**config.mk**
```make
export PLATFORM = sky130hd
export DESIGN_NAME = qte_cordic_prep
export DESIGN_NICKNAME = d
export VERILOG_FILES = /design/src/rtl/qte_pkg.sv /design/src/rtl/qte_cordic_prep.sv
export SDC_FILE = /design/constraint.sdc
export NUM_CORES = 1
export LEC_CHECK = 0
export BUFFER_PORTS_ARGS = -buffer_cell sky130_fd_sc_hd__clkbuf_2
export CELL_PAD_IN_SITES_DETAIL_PLACEMENT = 0
export CELL_PAD_IN_SITES_GLOBAL_PLACEMENT = 1
export CORE_ASPECT_RATIO = 0.75
export CORE_MARGIN = 4
export CORE_UTILIZATION = 36
export CTS_CLUSTER_DIAMETER = 40
export DETAILED_ROUTE_END_ITERATION = 8
export MAX_ROUTING_LAYER = met4
export PLACE_DENSITY = 0.88
export SYNTH_ARGS = -nofsm -noshare
export SYNTH_HDL_FRONTEND = slang
export SYNTH_SLANG_ARGS = --single-unit
```
**constraint.sdc**
```tcl
create_clock -name clk -period 2.6 [get_ports clk]
set_input_delay 0.26 -clock clk [delete_from_list [all_inputs] [get_ports clk]]
set_output_delay 0.26 -clock clk [all_outputs]
set_load 0.02 [all_outputs]
```
**src/rtl/qte_pkg.sv**
```systemverilog
// Package for the quaternion to Euler angle block: types, widths, CORDIC angle table.
`timescale 1ns / 1ps
`default_nettype none
package qte_pkg;

	localparam int CORDIC_STAGES = 16;
	localparam int SQRT_STAGES   = 29;
	localparam int DW            = 36;
	localparam int ZW            = 34;
	localparam int ARG_W         = 30;
	localparam int ROOT_W        = SQRT_STAGES;
	localparam int REM_W         = SQRT_STAGES + 1;
	localparam int RAD_W         = 2 * SQRT_STAGES;
	localparam int VW            = ZW - 15;

	localparam logic signed [DW-1:0] ONE_Q28 = DW'(64'sd268435456);
	localparam logic signed [ZW-1:0] ANG_PI  = ZW'(64'sd1073741824);
	localparam logic signed [ZW-1:0] ROUND_HALF = ZW'(64'sd16384);
	localparam logic [RAD_W-1:0] RAD_ONE = RAD_W'(1) << (2 * ROOT_W - 2);

	localparam logic signed [VW-1:0] ANGLE_MIN = -VW'(64'sd32768);
	localparam logic signed [VW-1:0] ANGLE_MAX = VW'(64'sd32767);
	localparam logic signed [VW-1:0] PITCH_MIN = -VW'(64'sd16384);
	localparam logic signed [VW-1:0] PITCH_MAX = VW'(64'sd16384);

	typedef struct packed {
		logic signed [15:0] quat_w;
		logic signed [15:0] quat_x;
		logic signed [15:0] quat_y;
		logic signed [15:0] quat_z;
	} qte_in_t;

	typedef struct packed {
		logic signed [15:0] roll_angle;
		logic signed [15:0] pitch_angle;
		logic signed [15:0] yaw_angle;
	} qte_out_t;

	typedef struct packed {
		logic signed [DW-1:0] x;
		logic signed [DW-1:0] y;
		logic signed [ZW-1:0] z;
		logic                 zero;
	} cordic_t;

	typedef struct packed {
		logic [RAD_W-1:0]        rad;
		logic [REM_W-1:0]        rem;
		logic [ROOT_W-1:0]       root;
		logic signed [ARG_W-1:0] arg;
	} sqrt_t;

	// atan(2^-i), pi = 2^30
	function automatic logic signed [ZW-1:0] atan_step(input logic [4:0] i);
		logic signed [ZW-1:0] r;
		case (i)
			5'd0:  r = ZW'(64'sd268435456);
			5'd1:  r = ZW'(64'sd158466703);
			5'd2:  r = ZW'(64'sd83729454);
			5'd3:  r = ZW'(64'sd42502379);
			5'd4:  r = ZW'(64'sd21333666);
			5'd5:  r = ZW'(64'sd10677233);
			5'd6:  r = ZW'(64'sd5339919);
			5'd7:  r = ZW'(64'sd2670123);
			5'd8:  r = ZW'(64'sd1335082);
			5'd9:  r = ZW'(64'sd667543);
			5'd10: r = ZW'(64'sd333772);
			5'd11: r = ZW'(64'sd166886);
			5'd12: r = ZW'(64'sd83443);
			5'd13: r = ZW'(64'sd41722);
			5'd14: r = ZW'(64'sd20861);
			5'd15: r = ZW'(64'sd10430);
			5'd16: r = ZW'(64'sd5215);
			5'd17: r = ZW'(64'sd2608);
			5'd18: r = ZW'(64'sd1304);
			5'd19: r = ZW'(64'sd652);
			5'd20: r = ZW'(64'sd326);
			5'd21: r = ZW'(64'sd163);
			5'd22: r = ZW'(64'sd81);
			5'd23: r = ZW'(64'sd41);
			default: r = '0;
		endcase
		return r;
	endfunction

	// round to binary angle units and saturate; a zero vector gives 0
	function automatic logic signed [15:0] to_angle(input logic signed [ZW-1:0] z,
			input logic zero, input logic signed [VW-1:0] lo, input logic signed [VW-1:0] hi);
		logic signed [ZW-1:0] s;
		logic signed [VW-1:0] v;
		logic signed [15:0] r;
		s = z + ROUND_HALF;
		v = s[ZW-1:15];
		if (zero) begin
			r = '0;
		end else if (v < lo) begin
			r = lo[15:0];
		end else if (v > hi) begin
			r = hi[15:0];
		end else begin
			r = v[15:0];
		end
		return r;
	endfunction

endpackage
`default_nettype wire

```
**src/rtl/qte_cordic_prep.sv**
```systemverilog
// CORDIC entry stage: folds the vector into the right half plane, flags a zero vector.
`timescale 1ns / 1ps
`default_nettype none
module qte_cordic_prep (
	input  wire logic                        clk,
	input  wire logic                        en,
	input  wire logic signed [qte_pkg::DW-1:0] vy,
	input  wire logic signed [qte_pkg::DW-1:0] vx,
	output qte_pkg::cordic_t                 q
);
	import qte_pkg::*;

	cordic_t prep_q;
	cordic_t nxt;

	always_comb begin
		nxt.zero = (vx == '0) && (vy == '0);
		if (vx < 0) begin
			nxt.x = -vx;
			nxt.y = -vy;
			nxt.z = (vy >= 0) ? ANG_PI : -ANG_PI;
		end else begin
			nxt.x = vx;
			nxt.y = vy;
			nxt.z = '0;
		end
	end

	always_ff @(posedge clk) begin
		if (en) begin
			prep_q <= nxt;
		end
	end

	assign q = prep_q;
endmodule
`default_nettype wire

```
# Word-level counts from Yosys, hierarchy flattened
# Cells that the tools add are included.
[classes] n_addsub=2 order_cmp=2 mux=2 reduce_logical=3
[op_table] op="2-to-1 mux 106 bit" n=1
[op_table] op="zero test 36 bit" n=2
[op_table] op="negator 36 bit" n=2
[op_table] op="greater-or-equal comparator 36 x 1 -> 1 bit, second input constant" n=1
[op_table] op="less-than comparator 36 x 1 -> 1 bit, second input constant" n=1
[op_table] op="2-to-1 mux 34 bit" n=1
[op_table] op="logical AND 1 bit" n=1
[totals] regBits=107 wordCells=13

# Longest topological paths before layout
[logic_depth] word_depth=3 depth_mapped=7 ltp_nobuf=6

# Least setup slack after synthesis
# No wires, ideal clock.
[synth_timing] path_type="input port to flip-flop" startpoint="input port vx[5] (netlist bit)" endpoint="register prep_q (netlist bit q[104]), data pin" setup_ns=0.261 arrival_ns=1.926 required_ns=2.339 setup_slack_ns=0.413 path_stages=5 cell_sequence="or4_4 or4_1 buf_2 o31a_1 a311o_1"
[synth_rtl] element="from (decl)" line_no="qte_cordic_prep.sv:8" text="input wire logic signed [qte_pkg::DW-1:0] vx,"
[synth_rtl] element="to (signal assigned)" line_no="qte_cordic_prep.sv:31" text="prep_q <= nxt;"
[synth_rtl] element="to (decl)" line_no="qte_cordic_prep.sv:13" text="cordic_t prep_q;"

==> flow_metrics.env <==
export IMPL_drtIter0Drc=162
export IMPL_cts_root_buf="clkbuf_16"
export IMPL_fin_util_pct=47.7
export IMPL_largest_reg_flops=75
export IMPL_drive_gt1_share_pct=34.8
export IMPL_rows=33
export IMPL_fp_dieH_um=101
export IMPL_worstPathRequired_ns=2.69
export IMPL_clock_sinks=75
export IMPL_stdcell_count=657
export IMPL_routedWlPerCell_um=16.6
export IMPL_cp_arrival_ns=2.14
export IMPL_grt_overflow=0
export IMPL_pre_cts_ws_ns=0.208
export IMPL_rsz0062_at_grt="no"
export IMPL_drv_slew=0
export IMPL_routed_wl_um=10900
export IMPL_area_growth_syn_to_layout_pct=27.2
export IMPL_max_freq_mhz=488
export IMPL_synth_compound_area_share_pct=11.3
export IMPL_dp_hpwl_um=8310
export IMPL_synth_simple_area_share_pct=12.5
export IMPL_drc_errors=0
export IMPL_drtPass1Iterations=5
export IMPL_muxShareOfSynthArea_pct=0
export IMPL_p_per_area_nw_per_um2=637
export IMPL_crit_path_max_fanout=6
export IMPL_min_period_ns=2.05
export IMPL_grt_use_met2_pct=25.6
export IMPL_num_vias=3366
export IMPL_setup_worst_path_class="primary input to flip-flop"
export IMPL_post_route_period_util_pct=78.9
export IMPL_final_net_count=589
export IMPL_seqCellArea_sq_um=2250
export IMPL_finalHoldViolCount=0
export IMPL_cp_start_kind="primary input"
export IMPL_start_util_pct=37.5
export IMPL_htree_num_levels=3
export IMPL_leakage_nw=2.03
export IMPL_ir_drop_uv=295
export IMPL_synth_fa_ha_area_share_pct=0.599
export IMPL_yosysUniqueCellTypes=33
export IMPL_layout_common_cells="149 x clkbuf_2, 75 x edfxtp_1, 65 x xnor2_1, 30 x conb_1"
export IMPL_fp_coreArea_sq_um=11100
export IMPL_finalSetupTns_ns=0
export IMPL_synthCells=356
export IMPL_syn_avg_cell_area_sq_um=11.7
export IMPL_ctsResizeCount=0
export IMPL_crit_path_end_kind="flip-flop"
export IMPL_antenna_found_initial=0
export IMPL_status="finished, final reports clean"
export IMPL_grt_first_pass_wirelength_um=16700
export IMPL_ys_seq_area_share_pct=53.9
export IMPL_synth_area_sq_um=4180
export IMPL_antennaDiodeCount=0
export IMPL_ioPinCount=181
export IMPL_grtUsageMet1_pct=21.6
export IMPL_grt_usage_pct=16.6
export IMPL_holdBufCountCts=0
export IMPL_fillers=1070
export IMPL_cts_tree="done"
export IMPL_grt_pass1_vias=3188
export IMPL_die_x_um=132
export IMPL_worst_pin_slew_ns=0.791
export IMPL_clk_pin_slew_ns=0.06
export IMPL_synth_seq_cells=75
export IMPL_synth_top_family_by_area="XOR/XNOR gates"
export IMPL_fp_dieArea_sq_um=13400
export IMPL_dp_cells=642
export IMPL_port_buffers=150
export IMPL_setup_viol=0
export IMPL_cts_buffers=9
export IMPL_vias_per_cell=5.12
export IMPL_top_usage_layer="met2"
export IMPL_synthXorXnorAreaFrac_pct=13.6
export IMPL_ctsLongestPathBuffers=2
export IMPL_ys_warn_count=0
export IMPL_slew_headroom_pct=47.3
export IMPL_ant_nets=0
export IMPL_layout_setup_ws_ns=0.550
export IMPL_postCtsSetupRepairBufs=0
export IMPL_gp_congestion=0.784
export IMPL_final_common_cell="clkbuf_2"
export IMPL_met3_usage_pct=4.32
export IMPL_multi_input_area_sq_um=1700
export IMPL_grt_max_degree=41
export IMPL_finalPower_mw=3.38
export IMPL_drv_cap=0
export IMPL_min_path_type="primary input to flip-flop"
## through the flow
stage / instance area [sq um] / hold WS (ns)
after global placement: 5030 / 0.491
after CTS: 5310 / 0.135
after detailed placement: 5030 / 0.494
after global routing: 5310 / 0.156
after floorplan: 4290 / 0.359
final: 5310 / 0.147
## synth_stat cells
cell,instances,area [sq um]
or3_1,4,25.0
buf_2,1,5.00
or4_4,1,11.3
nor4_1,9,56.3
a311o_1,1,10.0
conb_1,1,3.75
clkbuf_1,13,48.8
o21ai_0,17,85.1
nor2b_1,2,12.5
xnor2_1,65,569
nand4b_1,3,26.3
nor2_1,6,22.5
and4_1,1,8.76
o31ai_1,22,165
nand2_1,19,71.3
o41ai_1,22,193
nor4b_1,1,8.76
buf_4,32,240
and2_1,1,6.26
nand3_1,4,20.0
nand2b_1,5,31.3
or4_1,8,60.1
edfxtp_1,75,2250
nand4_1,7,43.8
nand3b_1,1,7.51
inv_1,11,41.3
or2_2,2,12.5
nor3_1,16,80.1
or4b_1,1,10.0
ha_1,2,25.0
o31a_1,1,8.76
or3_2,1,7.51
o2111ai_1,1,8.76
## per-layer routing
metal / wire, um / part of all wire [%]
met1: 4880 / 45
met4: 135 / 1.2
met5: 0 / 0
met2: 4920 / 45
met3: 993 / 9.1
## power breakdown
part	switching (mW)	leakage, nW	internal, mW
Clock	0.481	0.132	0.729
Combinational	0.425	1.17	0.227
Sequential	0.0363	0.733	1.48
## layout make-up
class / instances / share of cell area, %
Clock buffer: 9 / 4.24
Multi-Input combinational cell: 253 / 32.0
Sequential cell: 75 / 42.4
Tap cell: 140 / 3.30
Clock inverter: 6 / 1.08
Inverter: 11 / 0.777
Timing Repair Buffer: 163 / 16.2
## worst max-delay path, cell delays in order
cell,delay (ns)
clkbuf_2,0.11
or4_4,0.57
or4_1,0.59
o31a_1,0.28
a311o_1,0.32
## cell families after synthesis
kind of cell | count (synthesis)
other | 1
XOR/XNOR | 65
AND/OR/NAND/NOR | 92
AO/OA/AOI/OAI | 64
flip-flops | 75
adder cells (fa/ha/maj) | 2
buffers and inverters | 57
## final timing paths
path | start | endpoint | slack (ns) | cells past startpoint
max | vx[5] | q[104] | 0.55 | 5
min | vx[0] | q[71] | 0.15 | 1
Note: power is estimated with default switching activity, not from simulation.
