### src/rtl/qte_pkg.sv
// Package for the quaternion to Euler angle block: types, widths, CORDIC angle table.
`timescale 1ns / 1ps
`default_nettype none
package qte_pkg;

	localparam int CORDIC_STAGES = 16;
	localparam int SQRT_STAGES   = 29;
	localparam int DW            = 36;
	localparam int ZW            = 34;
	localparam int ARG_W         = 30;
	localparam int ROOT_W        = SQRT_STAGES;
	localparam int REM_W         = SQRT_STAGES + 1;
	localparam int RAD_W         = 2 * SQRT_STAGES;
	localparam int VW            = ZW - 15;

	localparam logic signed [DW-1:0] ONE_Q28 = DW'(64'sd268435456);
	localparam logic signed [ZW-1:0] ANG_PI  = ZW'(64'sd1073741824);
	localparam logic signed [ZW-1:0] ROUND_HALF = ZW'(64'sd16384);
	localparam logic [RAD_W-1:0] RAD_ONE = RAD_W'(1) << (2 * ROOT_W - 2);

	localparam logic signed [VW-1:0] ANGLE_MIN = -VW'(64'sd32768);
	localparam logic signed [VW-1:0] ANGLE_MAX = VW'(64'sd32767);
	localparam logic signed [VW-1:0] PITCH_MIN = -VW'(64'sd16384);
	localparam logic signed [VW-1:0] PITCH_MAX = VW'(64'sd16384);

	typedef struct packed {
		logic signed [15:0] quat_w;
		logic signed [15:0] quat_x;
		logic signed [15:0] quat_y;
		logic signed [15:0] quat_z;
	} qte_in_t;

	typedef struct packed {
		logic signed [15:0] roll_angle;
		logic signed [15:0] pitch_angle;
		logic signed [15:0] yaw_angle;
	} qte_out_t;

	typedef struct packed {
		logic signed [DW-1:0] x;
		logic signed [DW-1:0] y;
		logic signed [ZW-1:0] z;
		logic                 zero;
	} cordic_t;

	typedef struct packed {
		logic [RAD_W-1:0]        rad;
		logic [REM_W-1:0]        rem;
		logic [ROOT_W-1:0]       root;
		logic signed [ARG_W-1:0] arg;
	} sqrt_t;

	// atan(2^-i), pi = 2^30
	function automatic logic signed [ZW-1:0] atan_step(input logic [4:0] i);
		logic signed [ZW-1:0] r;
		case (i)
			5'd0:  r = ZW'(64'sd268435456);
			5'd1:  r = ZW'(64'sd158466703);
			5'd2:  r = ZW'(64'sd83729454);
			5'd3:  r = ZW'(64'sd42502379);
			5'd4:  r = ZW'(64'sd21333666);
			5'd5:  r = ZW'(64'sd10677233);
			5'd6:  r = ZW'(64'sd5339919);
			5'd7:  r = ZW'(64'sd2670123);
			5'd8:  r = ZW'(64'sd1335082);
			5'd9:  r = ZW'(64'sd667543);
			5'd10: r = ZW'(64'sd333772);
			5'd11: r = ZW'(64'sd166886);
			5'd12: r = ZW'(64'sd83443);
			5'd13: r = ZW'(64'sd41722);
			5'd14: r = ZW'(64'sd20861);
			5'd15: r = ZW'(64'sd10430);
			5'd16: r = ZW'(64'sd5215);
			5'd17: r = ZW'(64'sd2608);
			5'd18: r = ZW'(64'sd1304);
			5'd19: r = ZW'(64'sd652);
			5'd20: r = ZW'(64'sd326);
			5'd21: r = ZW'(64'sd163);
			5'd22: r = ZW'(64'sd81);
			5'd23: r = ZW'(64'sd41);
			default: r = '0;
		endcase
		return r;
	endfunction

	// round to binary angle units and saturate; a zero vector gives 0
	function automatic logic signed [15:0] to_angle(input logic signed [ZW-1:0] z,
			input logic zero, input logic signed [VW-1:0] lo, input logic signed [VW-1:0] hi);
		logic signed [ZW-1:0] s;
		logic signed [VW-1:0] v;
		logic signed [15:0] r;
		s = z + ROUND_HALF;
		v = s[ZW-1:15];
		if (zero) begin
			r = '0;
		end else if (v < lo) begin
			r = lo[15:0];
		end else if (v > hi) begin
			r = hi[15:0];
		end else begin
			r = v[15:0];
		end
		return r;
	endfunction

endpackage
`default_nettype wire

### src/rtl/qte_sqrt_cell.sv
// One digit cell of the pipelined integer square root.
`timescale 1ns / 1ps
`default_nettype none
module qte_sqrt_cell (
	input  wire logic           clk,
	input  wire logic           en,
	input  wire qte_pkg::sqrt_t d,
	output qte_pkg::sqrt_t      q
);
	import qte_pkg::*;

	sqrt_t cell_q;
	logic [REM_W+1:0] rem_sh;
	logic [REM_W+1:0] trial;
	logic [REM_W+1:0] diff;
	sqrt_t nxt;

	always_comb begin
		rem_sh = {d.rem, d.rad[RAD_W-1:RAD_W-2]};
		trial  = {1'b0, d.root, 2'b01};
		diff   = rem_sh - trial;
		nxt.rad = {d.rad[RAD_W-3:0], 2'b00};
		nxt.arg = d.arg;
		if (rem_sh >= trial) begin
			nxt.rem  = diff[REM_W-1:0];
			nxt.root = {d.root[ROOT_W-2:0], 1'b1};
		end else begin
			nxt.rem  = rem_sh[REM_W-1:0];
			nxt.root = {d.root[ROOT_W-2:0], 1'b0};
		end
	end

	always_ff @(posedge clk) begin
		if (en) begin
			cell_q <= nxt;
		end
	end

	assign q = cell_q;
endmodule
`default_nettype wire

### config.mk
export PLATFORM = sky130hd
export DESIGN_NAME = qte_sqrt_cell
export DESIGN_NICKNAME = d
export VERILOG_FILES = /design/src/rtl/qte_pkg.sv /design/src/rtl/qte_sqrt_cell.sv
export SDC_FILE = /design/constraint.sdc
export NUM_CORES = 1
export LEC_CHECK = 0
export BUFFER_PORTS_ARGS = -buffer_cell sky130_fd_sc_hd__buf_2
export CORE_MARGIN = 2
export CORE_UTILIZATION = 40
export CTS_CLUSTER_SIZE = 12
export DETAILED_ROUTE_END_ITERATION = 10
export PLACE_DENSITY_LB_ADDON = 0.05
export SYNTH_ARGS = -nofsm -noshare
export SYNTH_HDL_FRONTEND = slang
export SYNTH_SLANG_ARGS = --single-unit
### constraint.sdc
create_clock -name clk -period 3.7 [get_ports clk]
set_clock_uncertainty 0.1 [all_clocks]
set_input_delay 0.555 -clock clk [delete_from_list [all_inputs] [get_ports clk]]
set_output_delay 0.555 -clock clk [all_outputs]
set_load 0.01 [all_outputs]
Word-level counts from Yosys, hierarchy flattened
Cells that the tools add are included.
{ "op_classes": {"eq_ne": 0, "div_mod_pow": 0, "shift": 0, "mul": 0, "n_addsub": 1, "bitwise": 0, "reduce_logical": 0, "n_mux": 1, "magnitude_cmp": 1} }
{ "op_table": {"columns": ["cell", "n"], "rows": [
  ["$mux 59", 1],
  ["$ge 32x31->1", 1],
  ["$sub 30x30->30", 1]
]} }
{ "totals": {"rom_bits": 0, "word_cells": 7, "ram_bits": 0, "input_bits": 149, "register_bits": 145, "memories": 0, "output_inout_bits": 147, "latch_bits": 0} }

Depth between registers and ports, before layout
Gate-level depths: netlist (run 1).
{ "logic_depth": {"word_depth": 2, "depth_mapped": 12} }

Worst setup path before layout (run 1)
Ideal clock, no wire load.
{ "synth_path": {"path_kind": "input to register", "start": "in d[48] (netlist name)", "end": "reg cell_q, in the netlist q[61], data pin", "arrival_time_ns": 2.810, "path_stages": 11, "n_path_buf": 1, "slack_ns": 0.529, "setup_ns": 0.260, "required_time_ns": 3.340, "cell_sequence": "inv_1 -> ha_1 -> a21o_1 -> a221o_1 -> a21oi_2 -> o21ai_1 -> a221o_1 -> a31oi_2 -> o21ai_2 -> buf_6 -> mux2_4"} }
{ "synth_rtl": {"columns": ["element", "line_no", "text"], "rows": [
  ["start: declaration", "qte_sqrt_cell.sv:7", "input wire qte_pkg::sqrt_t d,"],
  ["end signal: assignment", "qte_sqrt_cell.sv:35", "cell_q <= nxt;"],
  ["end: declaration", "qte_sqrt_cell.sv:12", "sqrt_t cell_q;"]
]} }

==> metrics.txt, run 1 <==
crit-path max FO=12; Synth area leaders=edfxtp_1 66%, mux2_4 6.0%, ha_1 5.9%; RSZ-0062 raised after global routing=false; worst-path cell chain=buf_2, inv_1, ha_1, a21o_1, a221o_1, a21oi_2, o21ai_1, a221o_1, a31oi_2, o21ai_4, buf_4, mux2_1; post-placement cell area=roughly 0.0083 mm2; cts repair resizes=0; setup TNS=0 ps; Final GP Congestion=just under 0.9; CP Class=in -> reg; Initial Utilization=0.411; initial DRC count=270; area leader, netlist=edfxtp_1; Final setup viols=0; Mean Syn Cell Area=14.7 um2; fin area=approximately 0.0089 mm2; critical path's largest stage delay=420 ps; input/output buffers=293; number of buffers created by CTS=17; EDFF count, synth=145; Bufs on Longest Clock Path=2; #FFs+latches synth=about 150; Post-synth top cells=145 x edfxtp_1, 33 x inv_1, 31 x ha_1; TritonCTS clock tree=done; Worst Setup Start Kind=input pin; max_cap viols=0; Via Count=approximately 4.8k; Total Power=4.51 mW; final wirelength=17100 um; Syn-to-layout area delta=35.9%; YS warnings=0; CTS clock-pin slew for the worst setup and hold paths=60 ps; CP top delay family=compound AO/OA/AOI/OAI gates; Fmax=0.321 GHz; clk sinks=roughly 150; CTS Hold Bufs=0; share of layout cells above drive strength 1=0.468; Remaining DRCs=0; H-tree depth=4; Cells after Synth=446; Final #Nets=937; Fin. Hold Viols=0; slew margin rel.=0.616; Async SR Flop Fraction=0; Final HPWL DP=13600 um; Critical Path End Type=flop; Die ar.=0.0174 mm2; Final period util=0.843; Multi-input gate area=0.00202 mm2; mapped cell area=0.00655 mm2; maximum vdd drop=0.290 mV; vias in the first global route=~4.8k; Via density=4.80; fill cell count=1419; sequential cell area=0.00435 mm2; gr usage total=0.197; Leakage Power=4.05 nW; top_reg_cell synth=edfxtp_1; Setup Buffers After CTS=0; status=finished clean; max reg flops=145; largest net degree at the start of global routing=62; wire per inst=17.3 um; Root Driver=clkbuf_16; IO Pins=296; Worst EP required=3760 ps; crit path buf inv count=3; synth unique cells=48; first-pass GRT wire length=between 20000 and 30000 um; Slew Viols, Final=0; Core Rows=46; CP max stage cell=a221o_1; DIE HEIGHT=132 um; Routed Antenna Nets=0; most frequent cell after synthesis=edfxtp_1; Core ar.=0.0159 mm2; sequential area share after synthesis=0.664; pwr/cell area=507 mW/mm2; Tightest Pin Transition=~580 ps; WP data arrival=3180 ps; DRT Pass-1 Iters=6; Hold Crit Class=in -> reg; Crit path top cell by count=a221o_1; grt ovf=0; initial antenna violation count=3; crit path time final=3120 ps; Die X=around 130 um; top-area cell type share of the netlist area=0.664
routing by layer:
metal | track usage | wire, um
met5 | 0 | 8
met4 | 0.0610 | 347
met3 | 0.0584 | 1230
met1 | 0.226 | 6680
met2 | 0.353 | 8870
through the flow:
| step | setup WS (ps) | hold slack, ps | utilization | std cells |
|---|---|---|---|---|
| finish | 582 | 217 | 0.559 | 990 |
| global route | 478 | 191 | 0.558 | 987 |
| CTS | 584 | 198 | 0.558 | 986 |
| detailed placement | 158 | 633 | 0.522 | 954 |
| global placement | 215 | 633 | 0.522 | 954 |
| floorplan | 529 | 554 | - | 447 |
power by group:
group | switching, mW | internal [mW]
clock | 0.704 | 0.952
combinational | 0.435 | 0.389
sequential | 0.0368 | 2.00
worst paths after layout:
check,start,endpoint,depth (start not counted)
hold / removal,d[9],q[9]$_DFFE_PP_,1
setup / recovery,d[48],q[88]$_DFFE_PP_,12
area by class of cell:
class	instances	share of cell area
antenna	4	0.00112
clock buffer	18	0.0482
clock inverter	14	0.0167
inverter	33	0.0139
multi-input combinational	260	0.227
sequential	145	0.489
tap	216	0.0303
timing repair buffer	300	0.174
cell usage in the layout, fill, tap and decap left out, types with 3 or more instances in the layout:
master and instances:
buf_2 292, clkbuf_16 17, ha_1 31, nor2_1 23, a21oi_1 23, o21bai_1 3, a21o_1 13, xnor2_1 18
nor3_1 11, inv_6 4, inv_1 33, edfxtp_1 145, inv_8 4, nand2_1 26, xor2_1 8, a211oi_1 3
nor2b_1 4, o21a_1 7, buf_4 5, mux2_4 26, nand3_1 11, and3_1 4, o21ai_0 11, diode_2 4
o211ai_1 3, clkinvlp_4 4
logic make-up after synthesis:
group / Yosys count / share of synthesized area
DFF: 145 / 0.664
and+or+nand+nor: 88 / 0.0613
AOI/OAI and AO/OA: 84 / 0.0869
buffers and inverters: 42 / 0.0286
adders and majority gates: 31 / 0.0592
muxes: 29 / 0.0643
xor gates and xnor gates: 26 / 0.0347
other: 1 / 0.000572
Note: power is estimated with default switching activity, not from simulation.
==> run 2, diff against run 1 <==
==> constraint.sdc (replaced) <==
create_clock -name clk -period 3.1 [get_ports clk]
set_clock_uncertainty 0.1 [all_clocks]
set_input_delay 0.465 -clock clk [delete_from_list [all_inputs] [get_ports clk]]
set_output_delay 0.465 -clock clk [all_outputs]
set_load 0.01 [all_outputs]
==> metrics.txt, run 2 (synthesized netlist as in run 1, its figures left out) <==
status=finished clean; input/output buffers=293; Leakage Power=between 4 and 5 nW; RSZ-0062 raised after global routing=false; commonest non-fill, non-tap cells in the layout=292 x buf_2, 145 x edfxtp_1, 33 x inv_1, 33 x buf_4, 31 x ha_1; max reg flops=145; Die X=132 um; Final period util=0.920; final wirelength=about 17000 um; TritonCTS clock tree=done; Combinational Power Share=0.191; clk sinks=between 100 and 150; Fin. Hold Viols=0; wire per inst=approximately 17 um; CTS Hold Bufs=0; H-tree depth=4; Worst Setup Start Kind=input pin; Remaining DRCs=0; highest routed layer=met4; crit path time final=2850 ps; Final Util=0.572; Sw Share=0.262; first-pass GRT wire length=26700 um; Core ar.=0.0159 mm2; Int Pwr=4.01 mW; Flop pwr share=0.446; maximum vdd drop=~0.39 mV; Finished Layout Cells=1014; fill cell count=1414; max_cap viols=0; pwr/cell area=596 mW/mm2; met1 WL=6730 um; Die ar.=~0.017 mm2; gr usage total=0.198; CP Class=in -> reg; Final #Nets=966; Clk pwr share=0.363; Slew Viols, Final=0; Final HPWL DP=between 10000 and 15000 um; Core Rows=46; Bufs on Longest Clock Path=2; Worst EP required=~3200 ps; Initial Utilization=0.411; Syn-to-layout area delta=39.2%; Via Count=4879; Total Power=5.44 mW; Setup Buffers After CTS=0; CTS clock-pin slew for the worst setup and hold paths=about 70 ps; initial DRC count=283; Met3 Wirelength=~1200 um; Ant. Diodes=0; Root Driver=clkbuf_16; cts repair resizes=0; Psw=approximately 1.4 mW; grt ovf=0; hold_ws=114 ps; met2 WL=8960 um; Placed Cells=a little under 1k; DRT Pass-1 Iters=6; Critical Path End Type=flop; Final GP Congestion=roughly 0.85; vias in the first global route=~5k; largest net degree at the start of global routing=62; Routed Antenna Nets=0; Fmax=0.350 GHz; DIE HEIGHT=132 um; fin area=0.00912 mm2; Final setup viols=0; most common cell after layout, fill and taps aside=buf_2; Hold Crit Class=in -> reg; WP data arrival=2920 ps; IO Pins=slightly below 300; Via density=4.81; initial antenna violation count=1; share of layout cells above drive strength 1=0.487; crit-path max FO=13; post-placement cell area=between 0.008 and 0.009 mm2; number of buffers created by CTS=17
[run 2: changes by cell type in the layout (fill, tap and decap cells not counted), sizes merged]
cell,change
buf,+29
clkbuf,-1
clkinv,-1
clkinvlp,+1
diode,-4
[run 2: worst paths after layout]
check	from	end	slack [ps]	cells after the start
worst max-delay path	d[48]	q[88]$_DFFE_PP_	250	12
worst min-delay path	d[9]	q[9]$_DFFE_PP_	110	1
[run 2: per-layer routing]
| layer | vias to the layer above | global-route usage |
|---|---|---|
| met5 | - | 0 |
| met4 | 0 | 0.0700 |
| met3 | 26 | 0.0569 |
| met2 | 185 | 0.354 |
| met1 | 2315 | 0.225 |
| li1 | 2353 | - |
[run 2: metrics by stage]
step,setup WS [ps],setup TNS [ps]
floorplan,19.4,0
global placement,-158,-4070
detailed placement,-183,-4650
CTS,254,0
global route,128,0
finish,247,0
[run 2: worst max-delay path, stage by stage]
cell	delay, ps
buf_2	90
inv_1	40
ha_1	340
a21o_1	210
a221o_1	380
a21oi_2	150
o21ai_1	90
a221o_1	340
a31oi_2	200
o21ai_4	110
buf_12	190
mux2_1	310
[run 2: power by group through the flow]
stage                     Combinational (mW)  Clock (mW)  Sequential [mW]
after floorplan                        0.450           0             2.58
after global placement                  1.03           0             2.47
after detailed placement                1.05           0             2.47
after CTS                               1.05        2.03             2.43
after global routing                    1.13        2.11             2.44
final                                   1.04        1.98             2.43
[run 2: final cells by class]
| cell class | count | area (um2) | share of cell area |
|---|---|---|---|
| clock inverters | 14 | 143 | 0.0156 |
| clock buffers | 17 | 425 | 0.0466 |
| inverters | 33 | 124 | 0.0136 |
| multi-input cells | 260 | 2020 | 0.222 |
| well taps | 216 | 270 | 0.0296 |
| repair buffers | 329 | 1780 | 0.195 |
| flip-flops and latches | 145 | 4350 | 0.477 |
