## src/rtl/qte_pkg.sv

```systemverilog
// Package for the quaternion to Euler angle block: types, widths, CORDIC angle table.
`timescale 1ns / 1ps
`default_nettype none
package qte_pkg;

	localparam int CORDIC_STAGES = 16;
	localparam int SQRT_STAGES   = 29;
	localparam int DW            = 36;
	localparam int ZW            = 34;
	localparam int ARG_W         = 30;
	localparam int ROOT_W        = SQRT_STAGES;
	localparam int REM_W         = SQRT_STAGES + 1;
	localparam int RAD_W         = 2 * SQRT_STAGES;
	localparam int VW            = ZW - 15;

	localparam logic signed [DW-1:0] ONE_Q28 = DW'(64'sd268435456);
	localparam logic signed [ZW-1:0] ANG_PI  = ZW'(64'sd1073741824);
	localparam logic signed [ZW-1:0] ROUND_HALF = ZW'(64'sd16384);
	localparam logic [RAD_W-1:0] RAD_ONE = RAD_W'(1) << (2 * ROOT_W - 2);

	localparam logic signed [VW-1:0] ANGLE_MIN = -VW'(64'sd32768);
	localparam logic signed [VW-1:0] ANGLE_MAX = VW'(64'sd32767);
	localparam logic signed [VW-1:0] PITCH_MIN = -VW'(64'sd16384);
	localparam logic signed [VW-1:0] PITCH_MAX = VW'(64'sd16384);

	typedef struct packed {
		logic signed [15:0] quat_w;
		logic signed [15:0] quat_x;
		logic signed [15:0] quat_y;
		logic signed [15:0] quat_z;
	} qte_in_t;

	typedef struct packed {
		logic signed [15:0] roll_angle;
		logic signed [15:0] pitch_angle;
		logic signed [15:0] yaw_angle;
	} qte_out_t;

	typedef struct packed {
		logic signed [DW-1:0] x;
		logic signed [DW-1:0] y;
		logic signed [ZW-1:0] z;
		logic                 zero;
	} cordic_t;

	typedef struct packed {
		logic [RAD_W-1:0]        rad;
		logic [REM_W-1:0]        rem;
		logic [ROOT_W-1:0]       root;
		logic signed [ARG_W-1:0] arg;
	} sqrt_t;

	// atan(2^-i), pi = 2^30
	function automatic logic signed [ZW-1:0] atan_step(input logic [4:0] i);
		logic signed [ZW-1:0] r;
		case (i)
			5'd0:  r = ZW'(64'sd268435456);
			5'd1:  r = ZW'(64'sd158466703);
			5'd2:  r = ZW'(64'sd83729454);
			5'd3:  r = ZW'(64'sd42502379);
			5'd4:  r = ZW'(64'sd21333666);
			5'd5:  r = ZW'(64'sd10677233);
			5'd6:  r = ZW'(64'sd5339919);
			5'd7:  r = ZW'(64'sd2670123);
			5'd8:  r = ZW'(64'sd1335082);
			5'd9:  r = ZW'(64'sd667543);
			5'd10: r = ZW'(64'sd333772);
			5'd11: r = ZW'(64'sd166886);
			5'd12: r = ZW'(64'sd83443);
			5'd13: r = ZW'(64'sd41722);
			5'd14: r = ZW'(64'sd20861);
			5'd15: r = ZW'(64'sd10430);
			5'd16: r = ZW'(64'sd5215);
			5'd17: r = ZW'(64'sd2608);
			5'd18: r = ZW'(64'sd1304);
			5'd19: r = ZW'(64'sd652);
			5'd20: r = ZW'(64'sd326);
			5'd21: r = ZW'(64'sd163);
			5'd22: r = ZW'(64'sd81);
			5'd23: r = ZW'(64'sd41);
			default: r = '0;
		endcase
		return r;
	endfunction

	// round to binary angle units and saturate; a zero vector gives 0
	function automatic logic signed [15:0] to_angle(input logic signed [ZW-1:0] z,
			input logic zero, input logic signed [VW-1:0] lo, input logic signed [VW-1:0] hi);
		logic signed [ZW-1:0] s;
		logic signed [VW-1:0] v;
		logic signed [15:0] r;
		s = z + ROUND_HALF;
		v = s[ZW-1:15];
		if (zero) begin
			r = '0;
		end else if (v < lo) begin
			r = lo[15:0];
		end else if (v > hi) begin
			r = hi[15:0];
		end else begin
			r = v[15:0];
		end
		return r;
	endfunction

endpackage
`default_nettype wire

```

## src/rtl/qte_cordic_cell.sv

```systemverilog
// One vectoring CORDIC micro-rotation cell.
`timescale 1ns / 1ps
`default_nettype none
module qte_cordic_cell (
	input  wire logic             clk,
	input  wire logic             en,
	input  wire logic [4:0]       stage,
	input  wire qte_pkg::cordic_t d,
	output qte_pkg::cordic_t      q
);
	import qte_pkg::*;

	cordic_t cell_q;
	cordic_t nxt;
	logic signed [DW-1:0] xs;
	logic signed [DW-1:0] ys;
	logic signed [ZW-1:0] step;

	always_comb begin
		xs = d.x >>> stage;
		ys = d.y >>> stage;
		step = atan_step(stage);
		nxt.zero = d.zero;
		if (!d.y[DW-1]) begin
			nxt.x = d.x + ys;
			nxt.y = d.y - xs;
			nxt.z = d.z + step;
		end else begin
			nxt.x = d.x - ys;
			nxt.y = d.y + xs;
			nxt.z = d.z - step;
		end
	end

	always_ff @(posedge clk) begin
		if (en) begin
			cell_q <= nxt;
		end
	end

	assign q = cell_q;
endmodule
`default_nettype wire

```

## config.mk

```make
export PLATFORM = sky130hd
export DESIGN_NAME = qte_cordic_cell
export DESIGN_NICKNAME = d
export VERILOG_FILES = /design/src/rtl/qte_pkg.sv /design/src/rtl/qte_cordic_cell.sv
export SDC_FILE = /design/constraint.sdc
export NUM_CORES = 1
export LEC_CHECK = 0
export ABC_AREA = 0
export BUFFER_PORTS_ARGS = -buffer_cell sky130_fd_sc_hd__buf_2
export CAP_MARGIN = 0
export CORE_MARGIN = 2
export CORE_UTILIZATION = 45
export CTS_CLUSTER_SIZE = 30
export DETAILED_ROUTE_END_ITERATION = 12
export PLACE_DENSITY = 0.67
export SETUP_SLACK_MARGIN = 0.5
export SLEW_MARGIN = 0
export SYNTH_ARGS = -nofsm -noshare
export SYNTH_HDL_FRONTEND = slang
export SYNTH_SLANG_ARGS = --single-unit
```

## constraint.sdc

```tcl
create_clock -name clk -period 6.7 [get_ports clk]
set_input_delay 1.34 -clock clk [delete_from_list [all_inputs] [get_ports clk]]
set_output_delay 1.34 -clock clk [all_outputs]
set_load 0.1 [all_outputs]
```

After elaboration in Yosys (flattened, before gate mapping) --
Memories as Yosys holds them, arrays and structs flattened. Cells that the tools add are included. Widths: inputs -> output; s select.
Word-level totals: register bits 107, memory bits (read-only) 928, output and inout bits 107, word-level logic and storage cells 14, memories kept 1
Operators by class: $add $sub $neg 6, shift operators 2, multiplexer cells 1
Memories:
- (no name shown) | depth 32, width 29, rd ports 1, clocked after memory_dff 0, wr ports 0, line qte_pkg.sv:56 | case (i)
Operators with widths (count):
- $mux 106 | 1
- $add 36x36->36 | 2
- $sshr 36x5->36 | 2
- $sub 36x36->36 | 2
- $add 34x34->34 | 1
- $sub 34x34->34 | 1

Logic depth before layout (Yosys ltp) --
Gate-level depths: netlist of the first run.
depth after elaboration 3, gate-level depth with buffers 30, mapped depth without buffers 23

Least setup slack after synthesis of the first run --
OpenSTA, ideal clock, no wires.
kind input -> register, from input port stage[1], to register cell_q, in the netlist q[105], data pin, setup time 0.258 ns, arrival time 7.022 ns, data required time 6.442 ns, setup slack -0.579 ns, stages on the path 29, path buffers 6, cells stage by stage inv_1 > buf_2 > buf_2 > clkbuf_1 > ha_1 > clkbuf_1 > inv_1 > mux4_2 > a41oi_1 > or3_1 > nor3_1 > a21oi_1 > and4_1 > buf_4 > nor3_1 > a21oi_1 > o22ai_1 > ha_1 > clkbuf_1 > a21o_1 > a21o_1 > a2111oi_0 > nor3_1 > a21oi_1 > o21ai_0 > a221oi_1 > o311ai_0 > a21oi_1 > xnor2_1
RTL lines:
- from (decl) | line qte_cordic_cell.sv:7 | input wire logic [4:0] stage,
- to (signal assigned) | line qte_cordic_cell.sv:37 | cell_q <= nxt;
- to (decl) | line qte_cordic_cell.sv:13 | cordic_t cell_q;

==> impl_metrics.tcl, run 1 <==
set metrics [dict create \
    first_pass_iters 6 \
    tightestPinTransition_ns 0.868 \
    setup_viol 0 \
    grt_pass1_vias 18300 \
    rsz0062_at_grt "true" \
    status "finished clean" \
    required_ns 6.86 \
    post-route-period-util_pct 91.2 \
    cts_buffer_depth 2 \
    synthCells 1906 \
    setup_ws_ns 0.589 \
    routed_via_density 6.31 \
    timing.slew.headroom_pct 41.8 \
    largest_reg_flops 107 \
    place_ws_ns -0.0489 \
    areaGrowthSynthToFinish_pct 35.4 \
    pin_count 221 \
    grt_first_pass_wirelength_um 109000 \
    die_width_um 198 \
    ys_async_sr_fraction_pct 0 \
    wl_um 74800 \
    nFillCells 3258 \
    synthTopCellsByArea "edfxtp_1, mux4_2, ha_1, xnor2_1, mux2i_1" \
    start_kind "primary input" \
    syn-num-nets 2137 \
    path_max_fanout 9 \
    drt_iter0_drc 1793 \
    dpl.hpwl_um 58200 \
    yosys.cell_count.top_type "nor2_1" \
    grt_util_all_layers_pct 37.3 \
    remaining_drc_errors 0 \
    post-route-min-period_ns 6.11 \
    hold_slack_ns 1.11 \
    finalHoldViolCount 0 \
    ant_nets 0 \
    antenna_found_initial 3 \
    ys_seq_area_share_pct 19.0 \
    ys_seq_elements 107 \
    yosysWarnings 0 \
    clkSinkCount 107 \
    initial_core_util_pct 45.3 \
    synth_top_area_share_pct 19.0 \
    nets 2696 \
    path_class "in2reg" \
    layout-drive-gt1-share_pct 39.3 \
    synth_commonest_cells "nor2_1, a21oi_1, nand2_1" \
    route.detailed.wl_per_inst_um 25.1 \
    hp-class "in2reg" \
    clkSlewWorstSetupHoldPaths_ns 0.07 \
    syn-cell-area_um2 16900 \
    yosys.cell_types.count 96 \
    synthFlopType "edfxtp_1" \
    grt_max_degree 57 \
    synth-edff-count 107 \
    vias 18800 \
    die-height_um 198 \
    io_buffers 220 \
    cts_max_level 3 \
    power_density_nw_per_um2 243 \
    design.die.area_um2 39200 \
    drv_cap 0 \
    yosysTopAreaCell "edfxtp_1" \
    syn_area_per_cell_um2 8.89 \
    rows 71 \
    gp_congestion 1.01 \
    crit_path_end_kind "register" \
    p_leak_uw 0.00997 \
    drv_slew 0 \
    ir_worst_vdd_v 0.000381 \
    fmax_mhz 164 \
    grt-ovfl-total 0 \
    cts_buffers 9 \
    fp.coreArea_um2 37400 \
    worstPathArrival_ns 6.27 \
    num_antenna_cells 0 \
    cts_tree "done" \
    cts-root-buf "clkbuf_16" \
]
-- layer usage --
metal  global-route usage, %  share of wire [%]  up-vias
li1                        -                  -     8465
met1                    46.6                 40     9128
met2                    61.0                 46      978
met3                    7.75                9.0      235
met4                    18.9                5.3        6
met5                       0              0.045        -
-- repair_timing --
item / 4_1_cts / 5_1_grt
hold buffers: 0 / 0
resized for setup: 16 / 134
buffers inserted: 4 / 26
pin swaps: 3 / 52
endpoints found under the setup margin: 15 / 36
cloned: 0 / 6
-- cells in the final DEF (no fill, tap or decap), types with 15 or more instances in the layout --
master     Yosys  routed
xnor2_1      112     109
nand4_1       19      19
nor3_1        29      22
mux2_2        35      33
mux2i_1       85      80
a211oi_1      23      20
buf_4          9     410
o22ai_1       31      27
a21oi_2        1      17
xor2_1        59      55
nor2_1       166     161
nand2b_1      27      27
edfxtp_1     107     107
a21oi_1      162     141
a21o_1        66      65
ha_1         114     100
nand2_1      115     113
nand3_1       41      37
o21ai_0       87      75
o21a_1        20      20
o211ai_1      16      16
mux4_2        86      86
buf_2         37     214
clkbuf_16      0      15
a31oi_1       37      37
inv_1         53      49
-- logic make-up (layout without fill, tap and decap cells) --
kind of cell,Yosys count,count (layout),share of synthesized area (%)
xor gates and xnor gates,173,173,9.11
and+or+nand+nor,522,522,15.2
buffers and inverters,171,735,4.69
muxes,214,214,19.4
AOI/OAI and AO/OA,602,602,23.8
adders and majority gates,117,117,8.78
DFF,107,107,19.0
-- through the flow --
stage	util (%)	setup TNS [ns]	std cells	cell area, µm²	power [µW]
after CTS	58.7	0	2949	21900	5420
after global routing	61.3	0	2981	22900	5840
final	61.3	0	2981	22900	5580
after floorplan	-	0	1906	17300	3760
after detailed placement	57.7	-0.102	2929	21600	4860
after global placement	57.7	-0.0104	2929	21600	4830
-- where the power goes --
part	switching (µW)	total [µW]	internal (µW)
clock network	285	539	254
logic	2690	4010	1320
registers	41.6	1030	990
total	3010	5580	2570
-- worst paths after layout --
| check | slack, ns | start | to | cells past startpoint |
|---|---|---|---|---|
| worst max-delay path | 0.59 | d[61] | q[105] | 23 |
| worst min-delay path | 1.11 | d[0] | q[0] | 1 |
-- critical path, cell delays in order --
cell	delay [ns]
buf_2	0.21
mux2_4	0.32
mux4_2	0.51
mux2_4	0.29
a211o_4	0.35
nor4_4	0.27
and2_4	0.22
and4_4	0.28
nor3_2	0.05
a21oi_1	0.13
o22ai_1	0.14
ha_1	0.31
a21o_1	0.18
a21o_1	0.19
a2111oi_4	0.32
nor3_2	0.08
a21oi_1	0.17
o21ai_2	0.09
a221oi_2	0.26
buf_4	0.19
o311ai_4	0.10
a21oi_2	0.16
xnor2_1	0.08
-- area by class of cell --
type | count | area, µm² | area share, %
Timing Repair Buffer | 663 | 4870 | 21.2
Tap cell | 511 | 639 | 2.79
Multi-Input combinational cell | 1628 | 13700 | 59.8
Sequential cell | 107 | 3210 | 14.0
Inverter | 56 | 218 | 0.949
Clock inverter | 5 | 38.8 | 0.169
Clock buffer | 11 | 233 | 1.01
(Power assumes the default switching activity.)
==> run 2: changes to the inputs <==
--- a/config.mk
+++ b/config.mk
@@ -7,12 +7,12 @@
 export LEC_CHECK = 0
 export ABC_AREA = 0
 export BUFFER_PORTS_ARGS = -buffer_cell sky130_fd_sc_hd__buf_2
-export CAP_MARGIN = 0
-export CORE_MARGIN = 2
+export CAP_MARGIN = 20
+export CORE_MARGIN = 5
 export CORE_UTILIZATION = 45
 export CTS_CLUSTER_SIZE = 30
 export DETAILED_ROUTE_END_ITERATION = 12
-export PLACE_DENSITY = 0.67
+export PLACE_DENSITY = 0.76
 export SETUP_SLACK_MARGIN = 0.5
 export SLEW_MARGIN = 0
 export SYNTH_ARGS = -nofsm -noshare
==> impl_metrics.tcl, run 2 (synthesized netlist as in run 1, its figures left out) <==
set metrics [dict create \
    critical-path-top-delay-family "compound AO/OA/AOI/OAI gates" \
    ant_nets 0 \
    finalHoldViolCount 0 \
    areaGrowthSynthToFinish_pct 40.7 \
    nets 2826 \
    start_kind "primary input" \
    grt-ovfl-total 0 \
    layout-drive-gt1-share_pct 42.5 \
    cts_tree "done" \
    path_class "in2reg" \
    cts_buffer_depth 2 \
    path_max_fanout 11 \
    die_width_um 204 \
    timing.slew.headroom_pct 47.4 \
    dpl.hpwl_um 63400 \
    tightestPinTransition_ns 0.789 \
    cpMaxStageDelayCell "mux4_2" \
    post-route-period-util_pct 92.6 \
    routed_via_density 6.29 \
    power.total_uw 5740 \
    remaining_drc_errors 0 \
    power_density_nw_per_um2 241 \
    grt_first_pass_wirelength_um 116000 \
    largest_reg_flops 107 \
    nFillCells 3187 \
    pin_count 221 \
    crit_chain "buf_16 > buf_16 > buf_16 > buf_12 > mux4_2 > mux2i_1 > o22ai_2 > a211oi_2 > buf_4 > nand3_2 > a211oi_4 > nand2_2 > inv_1 > a21oi_1 > xnor2_1 > ha_1 > a21o_1 > a31oi_1 > buf_4 > o211a_1 > o31ai_4 > a221oi_2 > o21ai_1 > xnor3_1" \
    cts_max_level 3 \
    fin_tns_setup_ns 0 \
    drv_slew 0 \
    die-height_um 204 \
    first_pass_iters 8 \
    grt_util_all_layers_pct 36.2 \
    grt_pass1_vias 19200 \
    design_area_um2 23800 \
    fp.coreArea_um2 37400 \
    required_ns 6.84 \
    final_common_cell "buf_4" \
    p_leak_uw 0.0106 \
    place_ws_ns -0.224 \
    clkSlewWorstSetupHoldPaths_ns 0.08 \
    placed_area_um2 22300 \
    layout_common_cells "buf_4, buf_2, nor2_1, a21oi_1, nand2_1" \
    setup_viol 0 \
    cp_num_buf_inv 7 \
    crit_path_end_kind "register" \
    io_buffers 220 \
    worstPathArrival_ns 6.35 \
    design.die.area_um2 41600 \
    hp-class "in2reg" \
    rows 71 \
    initial_core_util_pct 45.3 \
    grt_max_degree 55 \
    gp_congestion 1.02 \
    critPathMostFrequentCell "buf_16" \
    num_antenna_cells 0 \
    vias 19600 \
    antenna_found_initial 2 \
    ir_worst_vdd_v 0.000400 \
    wl_um 79500 \
    slowest_delay_ns 0.47 \
    status "finished clean" \
    cts-root-buf "clkbuf_16" \
    setup_ws_ns 0.494 \
    clkSinkCount 107 \
    cts_buffers 9 \
    rsz0062_at_grt "true" \
    route.detailed.wl_per_inst_um 25.6 \
    fmax_mhz 161 \
    drt_iter0_drc 2056 \
    post-route-min-period_ns 6.21 \
    drv_cap 0 \
]
-- run 2: cell types whose count changed in the layout (fill, tap and decap cells not counted), moves of 4 or more --
cell / previous run / this run
a31oi_1: 37 / 33
a31oi_2: 0 / 4
buf_4: 410 / 543
ha_1: 100 / 107
ha_4: 8 / 3
mux2_4: 6 / 10
o21ai_1: 9 / 13
xor2_1: 55 / 59
xor2_2: 4 / 0
-- run 2: layout make-up --
type	count	area (µm²)	area share [%]
clock buffers	10	229	0.960
clock inverters	6	41.3	0.173
inverters	56	214	0.897
multi-input cells	1628	13700	57.5
flip-flops and latches	107	3210	13.5
well taps	511	639	2.68
repair buffers	793	5800	24.3
-- run 2: final timing paths --
kind | start | endpoint | slack, ns | cells past startpoint
worst min-delay path | d[0] | q[0] | 1.12 | 1
worst max-delay path | stage[0] | q[70] | 0.49 | 24
-- run 2: repair_timing --
item,CTS,global route
hold buffers,0,0
pin swaps,17,48
resized for setup,41,122
gates cloned,2,3
setup buffers,16,42
setup endpoints to repair,22,34
-- run 2: metal layers --
metal  wire (µm)  vias to the layer above  share of wire (%)  global-route usage, %
met3        7280                      247                9.2                   6.78
li1            -                     8726                  -                      -
met5          13                        -              0.016                      0
met2       37000                     1140                 47                   60.2
met4        4080                        2                5.1                   15.7
met1       31100                     9457                 39                   46.3
-- run 2: through the flow --
step / hold slack, ns / util [%] / instances
2_1_floorplan: 1.44 / - / 1906
3_3_place_gp: 1.52 / 59.5 / 3032
3_5_place_dp: 1.53 / 59.5 / 3032
4_1_cts: 1.11 / 61.2 / 3066
5_1_grt: 1.11 / 63.7 / 3111
6_report: 1.12 / 63.7 / 3111
-- run 2: power by group --
part	switching [µW]	total, µW	internal (µW)
Sequential	44.0	1030	990
Combinational	2750	4170	1410
Clock	284	537	253
Total	3080	5740	2660
